`src/hdl/mqts_pkg.sv`:
```
// Shared types, constants and helper functions of the tick scheduler.
// No dependencies; every module imports this package.
package mqts_pkg;

    localparam int MAX_PROCS_DEFAULT = 32;
    localparam int NUM_LEVELS        = 5;
    localparam int SLOT_W            = 5;
    localparam int MAX_SLOTS         = 2 ** SLOT_W;
    localparam int PID_W             = 16;
    localparam int LEVEL_W           = 3;
    localparam int PRIO_W            = 8;
    localparam int BURST_W           = 16;
    localparam int ARRIVAL_W         = 32;
    localparam int KEY_W             = 32;
    localparam int SLICE_W           = 8;
    localparam int PADDR_W           = 3;
    localparam int PDATA_W           = 32;

    localparam logic KIND_ARRIVE = 1'b0;
    localparam logic KIND_TICK   = 1'b1;

    localparam logic REG_TIME_SLICE = 1'b0;
    localparam logic [SLICE_W-1:0] TIME_SLICE_RESET = SLICE_W'(1);

    localparam logic [LEVEL_W-1:0] LEVEL_PRIO      = LEVEL_W'(0);
    localparam logic [LEVEL_W-1:0] LEVEL_FCFS_LAST = LEVEL_W'(2);
    localparam logic [LEVEL_W-1:0] LEVEL_LAST      = LEVEL_W'(NUM_LEVELS - 1);

    typedef struct packed {
        logic               kind;
        logic [SLOT_W-1:0]  slot;
        logic [PID_W-1:0]   pid;
        logic [LEVEL_W-1:0] level;
        logic [PRIO_W-1:0]  prio;
        logic [BURST_W-1:0] burst;
    } in_item_t;

    typedef struct packed {
        logic               idle;
        logic [SLOT_W-1:0]  run_slot;
        logic [PID_W-1:0]   run_pid;
        logic [LEVEL_W-1:0] run_level;
        logic               finished;
    } out_item_t;

    typedef struct packed {
        logic [LEVEL_W-1:0]   level;
        logic [PRIO_W-1:0]    prio;
        logic [PID_W-1:0]     pid;
        logic [ARRIVAL_W-1:0] arrival;
        logic [BURST_W-1:0]   remaining;
    } entry_t;

    typedef struct packed {
        logic arrive_wr;
        logic tick_start;
        logic scan_rd;
        logic finish;
    } ctrl_cmd_t;

    typedef struct packed {
        logic any_valid;
        logic scan_last;
        logic out_free;
    } dp_sts_t;

    typedef enum logic [1:0] {
        ST_IN,
        ST_SCAN,
        ST_LAST,
        ST_FIN
    } state_t;

    function automatic logic [KEY_W-1:0] key_of(entry_t e, logic [LEVEL_W-1:0] lvl);
        logic [KEY_W-1:0] k;
        if (lvl == LEVEL_PRIO) begin
            k = KEY_W'(e.prio);
        end else if (lvl <= LEVEL_FCFS_LAST) begin
            k = KEY_W'(e.arrival);
        end else begin
            k = KEY_W'(e.remaining);
        end
        return k;
    endfunction

    function automatic logic [LEVEL_W-1:0] next_level(logic [LEVEL_W-1:0] lvl);
        logic [LEVEL_W-1:0] n;
        if (lvl >= LEVEL_LAST) begin
            n = '0;
        end else begin
            n = lvl + LEVEL_W'(1);
        end
        return n;
    endfunction

endpackage

```
`src/hdl/mqts_cfg.sv`:
```
// APB-style register port holding time_slice.
// Depends on mqts_pkg.
module mqts_cfg (
    input  logic                         aclk,
    input  logic                         aresetn,
    input  logic                         psel,
    input  logic                         penable,
    input  logic                         pwrite,
    input  logic [mqts_pkg::PADDR_W-1:0] paddr,
    input  logic [mqts_pkg::PDATA_W-1:0] pwdata,
    output logic [mqts_pkg::PDATA_W-1:0] prdata,
    output logic                         pready,
    output logic [mqts_pkg::SLICE_W-1:0] time_slice
);
    import mqts_pkg::*;

    logic [SLICE_W-1:0] time_slice_reg;
    logic               reg_sel;

    assign pready  = 1'b1;
    assign reg_sel = (paddr[PADDR_W-1:2] == REG_TIME_SLICE) && (paddr[1:0] == 2'd0);

    always_ff @(posedge aclk) begin
        if (!aresetn) begin
            time_slice_reg <= TIME_SLICE_RESET;
        end else if (psel && penable && pwrite && pready && paddr[PADDR_W-1:2] == REG_TIME_SLICE) begin
            time_slice_reg <= pwdata[SLICE_W-1:0];
        end
    end

    always_comb begin
        if (reg_sel) begin
            prdata = PDATA_W'(time_slice_reg);
        end else begin
            prdata = '0;
        end
    end

    assign time_slice = time_slice_reg;

endmodule

```
`src/hdl/mqts_ctrl.sv`:
```
// Controller state machine: accept, table scan, result hand-off.
// Depends on mqts_pkg; drives mqts_dp through command and status structs.
module mqts_ctrl (
    input  logic                 aclk,
    input  logic                 aresetn,
    input  logic                 s_valid,
    input  logic                 s_kind,
    output logic                 s_ready,
    input  mqts_pkg::dp_sts_t    sts,
    output mqts_pkg::ctrl_cmd_t  cmd
);
    import mqts_pkg::*;

    state_t state_reg;
    state_t state_next;

    always_ff @(posedge aclk) begin
        if (!aresetn) begin
            state_reg <= ST_IN;
        end else begin
            state_reg <= state_next;
        end
    end

    always_comb begin
        state_next = state_reg;
        case (state_reg)
            ST_IN: begin
                if (s_valid && s_kind == KIND_TICK) begin
                    state_next = sts.any_valid ? ST_SCAN : ST_FIN;
                end
            end
            ST_SCAN: begin
                if (sts.scan_last) begin
                    state_next = ST_LAST;
                end
            end
            ST_LAST: begin
                state_next = ST_FIN;
            end
            ST_FIN: begin
                if (sts.out_free) begin
                    state_next = ST_IN;
                end
            end
            default: begin
                state_next = ST_IN;
            end
        endcase
    end

    always_comb begin
        s_ready        = 1'b0;
        cmd            = '0;
        case (state_reg)
            ST_IN: begin
                s_ready        = 1'b1;
                cmd.arrive_wr  = s_valid && (s_kind == KIND_ARRIVE);
                cmd.tick_start = s_valid && (s_kind == KIND_TICK);
            end
            ST_SCAN: begin
                cmd.scan_rd = 1'b1;
            end
            ST_LAST: begin
                cmd = '0;
            end
            ST_FIN: begin
                cmd.finish = sts.out_free;
            end
            default: begin
                cmd = '0;
            end
        endcase
    end

endmodule

```
`src/hdl/mqts_dp.sv`:
```
// Datapath: process table, level counts, best-entry comparator, output register.
// Depends on mqts_pkg; controlled by mqts_ctrl.
module mqts_dp #(
    parameter int MAX_PROCS = mqts_pkg::MAX_PROCS_DEFAULT
) (
    input  logic                         aclk,
    input  logic                         aresetn,
    input  mqts_pkg::in_item_t           s_data,
    input  mqts_pkg::ctrl_cmd_t          cmd,
    input  logic [mqts_pkg::SLICE_W-1:0] time_slice,
    input  logic                         m_ready,
    output mqts_pkg::dp_sts_t            sts,
    output logic                         m_valid,
    output mqts_pkg::out_item_t          m_data
);
    import mqts_pkg::*;

    localparam int DEPTH = (MAX_PROCS < MAX_SLOTS) ? MAX_PROCS : MAX_SLOTS;
    localparam int IDX_W = (DEPTH > 1) ? $clog2(DEPTH) : 1;
    localparam int CNT_W = $clog2(DEPTH + 1);
    localparam logic [IDX_W-1:0] LAST_IDX = IDX_W'(DEPTH - 1);

    entry_t               mem [DEPTH];
    entry_t               rdata_reg;
    logic                 wr_en;
    logic [IDX_W-1:0]     wr_addr;
    entry_t               wr_data;

    logic [DEPTH-1:0]     valid_reg;
    logic [CNT_W-1:0]     count_reg [NUM_LEVELS];
    logic [NUM_LEVELS-1:0] occ;

    logic [LEVEL_W-1:0]   cur_level_reg;
    logic [SLICE_W-1:0]   slice_reg;
    logic [ARRIVAL_W-1:0] now_reg;

    logic [IDX_W-1:0]     scan_addr_reg;
    logic                 cmp_en_reg;
    logic [IDX_W-1:0]     cmp_idx_reg;
    logic [LEVEL_W-1:0]   serve_lvl_reg;
    logic [SLICE_W-1:0]   slice_base_reg;
    logic                 idle_reg;
    logic                 have_best_reg;
    logic [IDX_W-1:0]     best_idx_reg;
    entry_t               best_reg;

    logic                 m_valid_reg;
    out_item_t            m_data_reg;

    logic [IDX_W-1:0]     arr_idx;
    logic                 arr_wr;
    logic [LEVEL_W:0]     lv_sum;
    logic                 found;
    logic [LEVEL_W-1:0]   pick_level;
    logic                 cand;
    logic                 better;
    logic [KEY_W-1:0]     k_new;
    logic [KEY_W-1:0]     k_best;
    logic [BURST_W-1:0]   rem_dec;
    logic                 fin;
    logic [SLICE_W-1:0]   slice_inc;
    logic                 fin_wr;

    // Arrival check and table write.
    assign arr_idx = s_data.slot[IDX_W-1:0];
    assign arr_wr  = cmd.arrive_wr
                  && (32'(s_data.slot) < 32'(MAX_PROCS))
                  && !valid_reg[arr_idx]
                  && (s_data.level < LEVEL_W'(NUM_LEVELS))
                  && (s_data.burst != '0);

    assign rem_dec   = best_reg.remaining - BURST_W'(1);
    assign fin       = (rem_dec == '0);
    assign slice_inc = slice_base_reg + SLICE_W'(1);
    assign fin_wr    = cmd.finish && !idle_reg;

    always_comb begin
        wr_en   = 1'b0;
        wr_addr = best_idx_reg;
        wr_data = best_reg;
        wr_data.remaining = rem_dec;
        if (arr_wr) begin
            wr_en             = 1'b1;
            wr_addr           = arr_idx;
            wr_data.level     = s_data.level;
            wr_data.prio      = s_data.prio;
            wr_data.pid       = s_data.pid;
            wr_data.arrival   = now_reg;
            wr_data.remaining = s_data.burst;
        end else if (fin_wr) begin
            wr_en = 1'b1;
        end
    end

    always_ff @(posedge aclk) begin
        if (wr_en) begin
            mem[wr_addr] <= wr_data;
        end
        rdata_reg <= mem[scan_addr_reg];
    end

    always_ff @(posedge aclk) begin
        if (!aresetn) begin
            valid_reg <= '0;
        end else if (arr_wr) begin
            valid_reg[arr_idx] <= 1'b1;
        end else if (fin_wr && fin) begin
            valid_reg[best_idx_reg] <= 1'b0;
        end
    end

    always_ff @(posedge aclk) begin
        if (!aresetn) begin
            for (int l = 0; l < NUM_LEVELS; l++) begin
                count_reg[l] <= '0;
            end
        end else begin
            for (int l = 0; l < NUM_LEVELS; l++) begin
                if (arr_wr && s_data.level == LEVEL_W'(l)) begin
                    count_reg[l] <= count_reg[l] + CNT_W'(1);
                end else if (fin_wr && fin && serve_lvl_reg == LEVEL_W'(l)) begin
                    count_reg[l] <= count_reg[l] - CNT_W'(1);
                end
            end
        end
    end

    // Pick the first occupied level from the current one onward.
    always_comb begin
        for (int l = 0; l < NUM_LEVELS; l++) begin
            occ[l] = (count_reg[l] != '0);
        end
        found      = 1'b0;
        pick_level = cur_level_reg;
        lv_sum     = '0;
        for (int k = 0; k < NUM_LEVELS; k++) begin
            lv_sum = (LEVEL_W + 1)'(cur_level_reg) + (LEVEL_W + 1)'(k);
            if (lv_sum >= (LEVEL_W + 1)'(NUM_LEVELS)) begin
                lv_sum = lv_sum - (LEVEL_W + 1)'(NUM_LEVELS);
            end
            if (!found && occ[lv_sum[LEVEL_W-1:0]]) begin
                found      = 1'b1;
                pick_level = lv_sum[LEVEL_W-1:0];
            end
        end
    end

    // Scan address and compare stage.
    assign k_new  = key_of(rdata_reg, serve_lvl_reg);
    assign k_best = key_of(best_reg, serve_lvl_reg);
    assign cand   = cmp_en_reg && valid_reg[cmp_idx_reg] && (rdata_reg.level == serve_lvl_reg);
    assign better = !have_best_reg || (k_new < k_best)
                 || ((k_new == k_best) && (rdata_reg.pid < best_reg.pid));

    always_ff @(posedge aclk) begin
        if (!aresetn) begin
            cmp_en_reg <= 1'b0;
        end else begin
            cmp_en_reg <= cmd.scan_rd;
        end
    end

    always_ff @(posedge aclk) begin
        cmp_idx_reg <= scan_addr_reg;
        if (cmd.tick_start) begin
            scan_addr_reg  <= '0;
            serve_lvl_reg  <= pick_level;
            slice_base_reg <= (pick_level == cur_level_reg) ? slice_reg : '0;
            idle_reg       <= !sts.any_valid;
            have_best_reg  <= 1'b0;
        end else begin
            if (cmd.scan_rd) begin
                scan_addr_reg <= scan_addr_reg + IDX_W'(1);
            end
            if (cand && better) begin
                best_reg      <= rdata_reg;
                best_idx_reg  <= cmp_idx_reg;
                have_best_reg <= 1'b1;
            end
        end
    end

    // Rotation, tick counter and result register.
    always_ff @(posedge aclk) begin
        if (!aresetn) begin
            cur_level_reg <= '0;
            slice_reg     <= '0;
            now_reg       <= '0;
        end else if (cmd.finish) begin
            now_reg <= now_reg + ARRIVAL_W'(1);
            if (idle_reg) begin
                cur_level_reg <= '0;
                slice_reg     <= '0;
            end else if (slice_inc >= time_slice) begin
                cur_level_reg <= next_level(serve_lvl_reg);
                slice_reg     <= '0;
            end else begin
                cur_level_reg <= serve_lvl_reg;
                slice_reg     <= slice_inc;
            end
        end
    end

    always_ff @(posedge aclk) begin
        if (!aresetn) begin
            m_valid_reg <= 1'b0;
        end else if (cmd.finish) begin
            m_valid_reg <= 1'b1;
        end else if (m_ready) begin
            m_valid_reg <= 1'b0;
        end
    end

    always_ff @(posedge aclk) begin
        if (cmd.finish) begin
            if (idle_reg) begin
                m_data_reg.idle      <= 1'b1;
                m_data_reg.run_slot  <= '0;
                m_data_reg.run_pid   <= '0;
                m_data_reg.run_level <= '0;
                m_data_reg.finished  <= 1'b0;
            end else begin
                m_data_reg.idle      <= 1'b0;
                m_data_reg.run_slot  <= SLOT_W'(best_idx_reg);
                m_data_reg.run_pid   <= best_reg.pid;
                m_data_reg.run_level <= serve_lvl_reg;
                m_data_reg.finished  <= fin;
            end
        end
    end

    assign sts.any_valid = |valid_reg;
    assign sts.scan_last = (scan_addr_reg == LAST_IDX);
    assign sts.out_free  = !m_valid_reg || m_ready;

    assign m_valid = m_valid_reg;
    assign m_data  = m_data_reg;

endmodule

```
`src/hdl/multilevel_queue_tick_scheduler.sv`:
```
// Top level of the multilevel queue tick scheduler.
// Depends on mqts_pkg, mqts_cfg, mqts_ctrl and mqts_dp.
//
// Input channel s_*: each transaction is either a process arrival (kind 0),
// which writes one table slot and gives no result, or a time tick (kind 1),
// which gives exactly one result transaction on m_*.
// An arrival leaves s_ready high, so arrivals follow back to back.
// A tick scans the min(MAX_PROCS, 32) table slots one slot per cycle through
// a single comparator, then completes the last compare and loads the result
// register once it is free; s_ready stays low until the tick is done.
// A tick with an empty table skips the scan and goes straight to the result step.
// The result sits in an output register; the next transaction is taken
// while it waits. When the receiver stalls and a second tick result is ready,
// the block holds in its final step until m_ready frees the register.
// Reset (aresetn low, synchronous) empties the table, returns the rotation
// to level 0, clears the tick counter and sets time_slice to 1.
// time_slice lies at APB byte address 0; write it only while idle.
module multilevel_queue_tick_scheduler #(
    parameter int MAX_PROCS = mqts_pkg::MAX_PROCS_DEFAULT
) (
    input  logic                         aclk,
    input  logic                         aresetn,
    input  logic                         s_valid,
    output logic                         s_ready,
    input  mqts_pkg::in_item_t           s_data,
    output logic                         m_valid,
    input  logic                         m_ready,
    output mqts_pkg::out_item_t          m_data,
    input  logic                         psel,
    input  logic                         penable,
    input  logic                         pwrite,
    input  logic [mqts_pkg::PADDR_W-1:0] paddr,
    input  logic [mqts_pkg::PDATA_W-1:0] pwdata,
    output logic [mqts_pkg::PDATA_W-1:0] prdata,
    output logic                         pready
);
    import mqts_pkg::*;

    logic [SLICE_W-1:0] time_slice;
    ctrl_cmd_t          cmd;
    dp_sts_t            sts;

    mqts_cfg u_cfg (
        .aclk       (aclk),
        .aresetn    (aresetn),
        .psel       (psel),
        .penable    (penable),
        .pwrite     (pwrite),
        .paddr      (paddr),
        .pwdata     (pwdata),
        .prdata     (prdata),
        .pready     (pready),
        .time_slice (time_slice)
    );

    mqts_ctrl u_ctrl (
        .aclk    (aclk),
        .aresetn (aresetn),
        .s_valid (s_valid),
        .s_kind  (s_data.kind),
        .s_ready (s_ready),
        .sts     (sts),
        .cmd     (cmd)
    );

    mqts_dp #(
        .MAX_PROCS (MAX_PROCS)
    ) u_dp (
        .aclk       (aclk),
        .aresetn    (aresetn),
        .s_data     (s_data),
        .cmd        (cmd),
        .time_slice (time_slice),
        .m_ready    (m_ready),
        .sts        (sts),
        .m_valid    (m_valid),
        .m_data     (m_data)
    );

endmodule

```
`config.mk`:
```
export PLATFORM = sky130hd
export DESIGN_NAME = multilevel_queue_tick_scheduler
export DESIGN_NICKNAME = d
export VERILOG_FILES = /design/src/hdl/mqts_pkg.sv /design/src/hdl/mqts_cfg.sv /design/src/hdl/mqts_ctrl.sv /design/src/hdl/mqts_dp.sv /design/src/hdl/multilevel_queue_tick_scheduler.sv
export SDC_FILE = /design/constraint.sdc
export NUM_CORES = 2
export LEC_CHECK = 0
export BUFFER_PORTS_ARGS = -buffer_cell sky130_fd_sc_hd__clkbuf_2
export CAP_MARGIN = 10
export CORE_UTILIZATION = 60
export CTS_CLUSTER_DIAMETER = 120
export CTS_CLUSTER_SIZE = 40
export DETAILED_ROUTE_END_ITERATION = 8
export PLACE_DENSITY_LB_ADDON = 0.08
export REMOVE_ABC_BUFFERS = 1
export SLEW_MARGIN = 20
export SYNTH_ARGS = -nofsm -noshare
export SYNTH_HDL_FRONTEND = slang
export SYNTH_SLANG_ARGS = --single-unit
```
`constraint.sdc`:
```
create_clock -name aclk -period 9.91 [get_ports aclk]
set_input_delay 2.4775 -clock aclk [delete_from_list [all_inputs] [get_ports aclk]]
set_output_delay 2.4775 -clock aclk [all_outputs]
set_load 0.01 [all_outputs]
```
# Yosys cells after proc, flatten, opt, wreduce, memory -nomap -nowiden
# Memories as Yosys holds them, arrays and structs flattened. A register that Yosys moved wholly into a read port is not among the register bits.
# Index checks and enable logic that the tools add are counted.
[totals]
ff_bits = 216
mem_bits_rw = 2430
input_bits = 91
out_inout_bits = 61
word_cells = 273
n_memories = 2
[classes]
addsub = 24
magnitude_cmp = 21
eq_ne = 18
n_mux = 108
bitwise = 16
n_reduce_logical = 59
[memory_table]
columns = ["name", "words", "width", "read_ports", "rd_ports_with_merged_regs", "write_ports", "line_no", "source"]
rows = [
  ["u_dp.mem", 32, 75, 1, 1, 1, "mqts_dp.sv:23", "entry_t mem [DEPTH];"],
  ["u_dp.count_reg", 5, 6, 5, 0, 5, "mqts_dp.sv:30", "logic [CNT_W-1:0] count_reg [NUM_LEVELS];"],
]
[ops]
columns = ["op", "n"]
rows = [
  ["$mux W32", 6],
  ["$mux W75", 1],
  ["$mux W6", 10],
  ["$mux W1", 58],
  ["$mux W3", 13],
  ["$add A32 B1 Y32 const B", 1],
  ["$and A32 B32 Y32", 1],
  ["$eq A32 B32 Y1", 1],
  ["$lt A32 B32 Y1", 1],
  ["$not A32 Y32", 1],
  ["$or A32 B32 Y32", 1],
  ["$reduce_or A32 Y1", 1],
  ["$logic_and A1 B1 Y1", 31],
  ["$add A6 B1 Y6 const B", 5],
  ["$reduce_bool A6 Y1", 5],
  ["$sub A6 B1 Y6 const B", 5],
  ["$mux W26", 1],
  ["$mux W8", 3],
  ["$lt A3 B4 Y1 const B", 5],
  ["$lt A5 B6 Y1 const B", 3],
  ["$ge A4 B3 Y1 const B", 4],
  ["$logic_not A16 Y1", 1],
  ["$lt A16 B16 Y1", 1],
  ["$reduce_bool A16 Y1", 1],
  ["other kinds (37)", 86],
]

# Depth between registers and ports, before layout
[logic_depth]
word_depth = 18
depth_mapped = 19
mapped_depth_nobuf = 18

# Modules after synthesis
# From an unflattened synthesis, not the netlist that was laid out.
[unflattened]
cells_unflattened = 5263
hier_area_um2 = 108263.8
[by_module_without_submodules]
columns = ["module", "instances", "cells_per_inst", "area_each_um2", "seq_area_each_um2"]
rows = [
  ["mqts_dp", 1, 5167, 107474.3, 79776.5],
  ["mqts_cfg", 1, 71, 588.1, 160.2],
  ["mqts_ctrl", 1, 25, 201.4, 40.0],
]

# Least setup slack after synthesis
# No wires, ideal clock.
[synth_path]
kind = "input port to flip-flop"
from = "input port s_data[44] in the netlist's numbering"
to = "memory u_dp.mem[16][0] in the netlist's numbering, enable pin"
t_arrival_ns = 8.221
t_required_ns = 9.401
setup_slack_ns = 1.180
cell_stages = 9
path_cell_list = "buf_1 mux4_2 mux4_2 nor2b_1 a2111oi_4 buf_2 nor3b_2 a21oi_1 nor2_1"
[synth_between]
elab_chain_len = 9
word_cells_on_any_way = 10
cone_classes = "mux: 6; reduce/logical: 4"
[synth_rtl]
columns = ["element", "line_no", "source"]
rows = [
  ["start, declared", "multilevel_queue_tick_scheduler.sv:25", "input mqts_pkg::in_item_t s_data,"],
  ["$bmux W1 S5", "mqts_dp.sv:68", "&& !valid_reg[arr_idx]"],
  ["$mux W1 (not written as such)", "mqts_dp.sv:68", ""],
  ["$logic_not A1 Y1", "mqts_dp.sv:68", ""],
  ["$logic_and A1 B1 Y1", "mqts_dp.sv:68", ""],
  ["$logic_and A1 B1 Y1", "mqts_dp.sv:69", "&& (s_data.level < LEVEL_W'(NUM_LEVELS))"],
  ["$logic_and A1 B1 Y1", "mqts_dp.sv:70", "&& (s_data.burst != '0);"],
  ["$mux W1", "mqts_dp.sv:82", "if (arr_wr) begin"],
  ["$mux W1", "mqts_dp.sv:96", "if (wr_en) begin"],
  ["$mux W1 (not written as such)", "mqts_dp.sv:97", "mem[wr_addr] <= wr_data;"],
  ["end, declared", "mqts_dp.sv:23", ""],
]
# Parallel ways exist; a longest one is shown, timed or not. The select of a mux whose other input is x is not followed.

# Worst setup path after layout
[layout_path]
from = "input port s_data[43] in the netlist's numbering"
to = "memory u_dp.mem[9][63] in the netlist's numbering, enable pin"
# The elaborated chain is that of the path after synthesis.

==> impl_metrics.csv <==
group,metric,value,unit
pwr,max-vdd-ir-drop,0.1815,mV
sta,fmax,0.1373,GHz
die,chipHeight,425.8,µm
clock_network,numCtsBuffers,78,
die,start_util,0.6039,
synthesis,yosysTopAreaCell,"edfxtp_1",
routing,drc_errors,0,
sta,tightest_slew,1.150,ns
synthesis,yosys_warnings,0,
synthesis,synth_top_cell_area_share,0.7101,
routing,drt-vias-per-instance,6.787,
synthesis,synth-edff-count,2548,
synthesis,ys_async_sr_fraction,0,
finish,drive_gt1_frac,0.2438,
synthesis,synth_top_flop_cell,"edfxtp_1",
routing,vias,51900,
sta,period_minus_slack,7.282,ns
grt,antenna_found_initial,2,
place,hpwl,134800,µm
clock_network,cts_setup_buffers,0,
synthesis,synthTopCellsByArea,"edfxtp_1, mux4_2, dfxtp_1",
clock_network,cts_tree,"built",
synthesis,synth_area,0.1077,mm²
finish,fin_area,0.1142,mm²
routing,wire_per_inst,33.63,µm
grt,grt_max_degree,131,
synthesis,ys_ff_latch,2721,
synthesis,seq_area_frac_synth,0.7423,
clock_network,clkSinkCount,2721,
sta,timing.setup.tns,0,ns
worst_setup_path,crit_type,"in -> reg",
pwr,p_clk_frac,0.204,
worst_setup_path,critPathMaxFanout,130,
pwr,sequentialPowerShare,0.557,
pwr,comb_power_share,0.239,
die,die_w,425.8,µm
clock_network,cts.clk_slew.worst_paths,0.14,ns
grt,first_global_vias,50650,
job,drv_cap,0,
place,dp_slack,1.811,ns
pwr,p_sw_frac,0.2619,
worst_setup_path,critPathArrivalTime,7.72,ns
routing,drt-pass1-iter-count,6,
worst_hold_path,hold_path_class,"reg -> reg",
routing,wirelength,257200,µm
pwr,p_switching,6.243,mW
place,io_buffers,102,
worst_setup_path,crit_path_end_kind,"register",
routing,drt_iter0_drc,7243,
sta,rsz0062_at_grt,"no",
finish,largest_register_ffs,2400,
place,post_dp_cell_area,0.1117,mm²
sta,skew,0.05140,ns
clock_network,cts_max_level,3,
worst_setup_path,reg2reg_setup_slack,3.91,ns
clock_network,post_cts_resized,0,
finish,stdcell_count,7647,
pwr,p_leak,34.99,nW
grt,grtUsageTotal,0.2867,
synthesis,syn_inst,5174,
worst_setup_path,required,10.34,ns
synthesis,avgSynthCellArea,20.82,µm²
die,dieArea,0.1813,mm²
place,globalplace.congestion,0.8394,
worst_setup_path,crit_path_end,"u_dp.mem[9][63]$_DFFE_PP_",
sta,setup_slack,2.628,ns
synthesis,ys_types,73,
worst_setup_path,startpoint,"s_data[43]",
sta,relSlewSlack,0.2313,
die,ioPinCount,152,
clock_network,hold_buffers,0,
grt,grt_first_pass_wirelength,366600,µm
place,dp_cells,7499,
grt,overflow,0,
routing,ant_nets,0,
clock_network,root_buffer,"clkbuf_16",
finish,nFillCells,11920,
pwr,p_int,17.59,mW
sta,setup_viol,0,
sta,min_period_over_period,0.7348,
worst_setup_path,reg2reg_depth,17,
finish,syn2layout_area_growth,5.970,%
worst_setup_path,startpoint_type,"input pin",
clock_network,clk_latency,0.78,ns
die,rows,155,
worst_setup_path,reg2reg_from,"u_dp.serve_lvl_reg[1]$_DFFE_PP_",
die,core_region_area,0.1784,mm²
sta,finalHoldViolCount,0,
finish,nets,5416,
pwr,p_total,23.83,mW
sta,maxSlewViolCount,0,
worst_setup_path,rr_endpoint,"u_dp.best_reg[23]$_DFFE_PP_",
outcome,status,"completed",
pwr,power.density,208.7,mW/mm²
clock_network,clock_path_buffers,3,
[placed cells by master, fill, tap and decap left out, types with 17 or more instances in the layout]
cell,count
dfxtp_1,168
nand4_1,17
inv_1,62
ha_1,95
buf_12,24
conb_1,25
o21ai_1,20
mux4_2,769
a21oi_1,75
nor4_1,24
xnor2_1,46
and2_1,59
mux2_2,125
nand2_1,243
clkbuf_16,83
a21boi_0,45
nor2_1,115
clkbuf_2,101
buf_4,108
a21o_1,35
nand3_1,45
nor3_1,23
nor2_4,32
xor2_1,28
nor2b_1,35
clkbuf_1,57
edfxtp_1,2548
o21ai_0,56
[cell families after synthesis]
family | count (synthesis) | share of synthesized area
AO/OA/AOI/OAI | 339 | 0.02057
XOR/XNOR | 74 | 0.006015
adder cells (fa/ha/maj) | 100 | 0.01196
buffers and inverters | 348 | 0.01326
flip-flops | 2721 | 0.7423
multiplexers | 908 | 0.1751
other | 2 | 0.00006970
AND/OR/NAND/NOR | 682 | 0.03075
[metal layers]
layer,global-route usage,vias up,routed length (µm),share of wire
li1,-,21190,-,-
met1,0.4313,28250,105800,0.41
met4,0.06422,0,5990,0.023
met2,0.4595,2249,125700,0.49
met5,0,-,0,0
met3,0.03426,216,19680,0.077
[Yosys cell counts (all sizes together) (5+ instances only)]
cell type	instances
or3	9
clkbuf	182
and3	16
a21o	35
edfxtp	2548
nand3b	9
mux4	769
and4	6
nand2	243
buf	103
o21ai	85
nand2b	12
a22oi	11
o21a	13
mux2	125
or2	5
inv	63
a21boi	45
fa	5
nand4	18
xor2	28
nand4b	5
mux2i	14
nor2b	36
a31oi	15
ha	95
dfxtp	173
and2	59
a21oi	79
a211oi	7
o211ai	10
nor3	23
nor4	27
nand3	45
xnor2	46
nor2	148
a221oi	5
[final cells by class]
| type | count | area (µm²) | area share |
|---|---|---|---|
| well taps | 2355 | 2947 | 0.02581 |
| clock inverters | 5 | 77.57 | 0.0006794 |
| inverters | 63 | 236.5 | 0.002071 |
| flip-flops and latches | 2721 | 80000 | 0.7006 |
| repair buffers | 233 | 1797 | 0.01574 |
| multi-input cells | 2128 | 26820 | 0.2349 |
| clock buffers | 141 | 2305 | 0.02019 |
| diodes | 1 | 2.502 | 0.00002192 |
[critical path, stage by stage]
cell       delay [ns]
clkbuf_2         0.30
mux4_2           0.55
mux4_2           0.46
nor2b_1          0.16
a2111oi_4        0.45
buf_12           0.60
nand2_1          0.11
nor2_1           0.77
a21oi_2          0.39
nor2_4           0.94
buf_12           0.39
[per-stage QoR]
| stage | hold slack (ns) | util |
|---|---|---|
| 5_1_grt | 0.4505 | 0.6399 |
| 6_report | 0.4387 | 0.6399 |
| 3_5_place_dp | 0.4108 | 0.6262 |
| 3_3_place_gp | 0.4070 | 0.6261 |
| 4_1_cts | 0.4435 | 0.6395 |
| 2_1_floorplan | 0.3995 | - |
[how the worst min path moves through the flow]
stage,from,cells past startpoint,slack (ns),endpoint
finish,u_dp.rdata_reg[32]$_DFF_P_,0,0.44,u_dp.best_reg[32]$_DFFE_PP_
global route,u_dp.rdata_reg[71]$_DFF_P_,0,0.45,u_dp.best_reg[71]$_DFFE_PP_
CTS,u_dp.rdata_reg[32]$_DFF_P_,0,0.44,u_dp.best_reg[32]$_DFFE_PP_
detailed placement,u_dp.rdata_reg[46]$_DFF_P_,0,0.41,u_dp.best_reg[46]$_DFFE_PP_
global placement,u_dp.rdata_reg[47]$_DFF_P_,0,0.41,u_dp.best_reg[47]$_DFFE_PP_
floorplan,u_dp.rdata_reg[48]$_DFF_P_,0,0.40,u_dp.best_reg[48]$_DFFE_PP_
[power by group through the flow]
stage	clock network [mW]	registers, mW	logic, mW
4_1_cts	4.93	13.3	5.79
3_5_place_dp	0	13.5	5.77
2_1_floorplan	0	13.9	5.46
5_1_grt	5.25	13.3	6.11
6_report	4.85	13.3	5.70
3_3_place_gp	0	13.5	5.74
(Power assumes the default switching activity.)
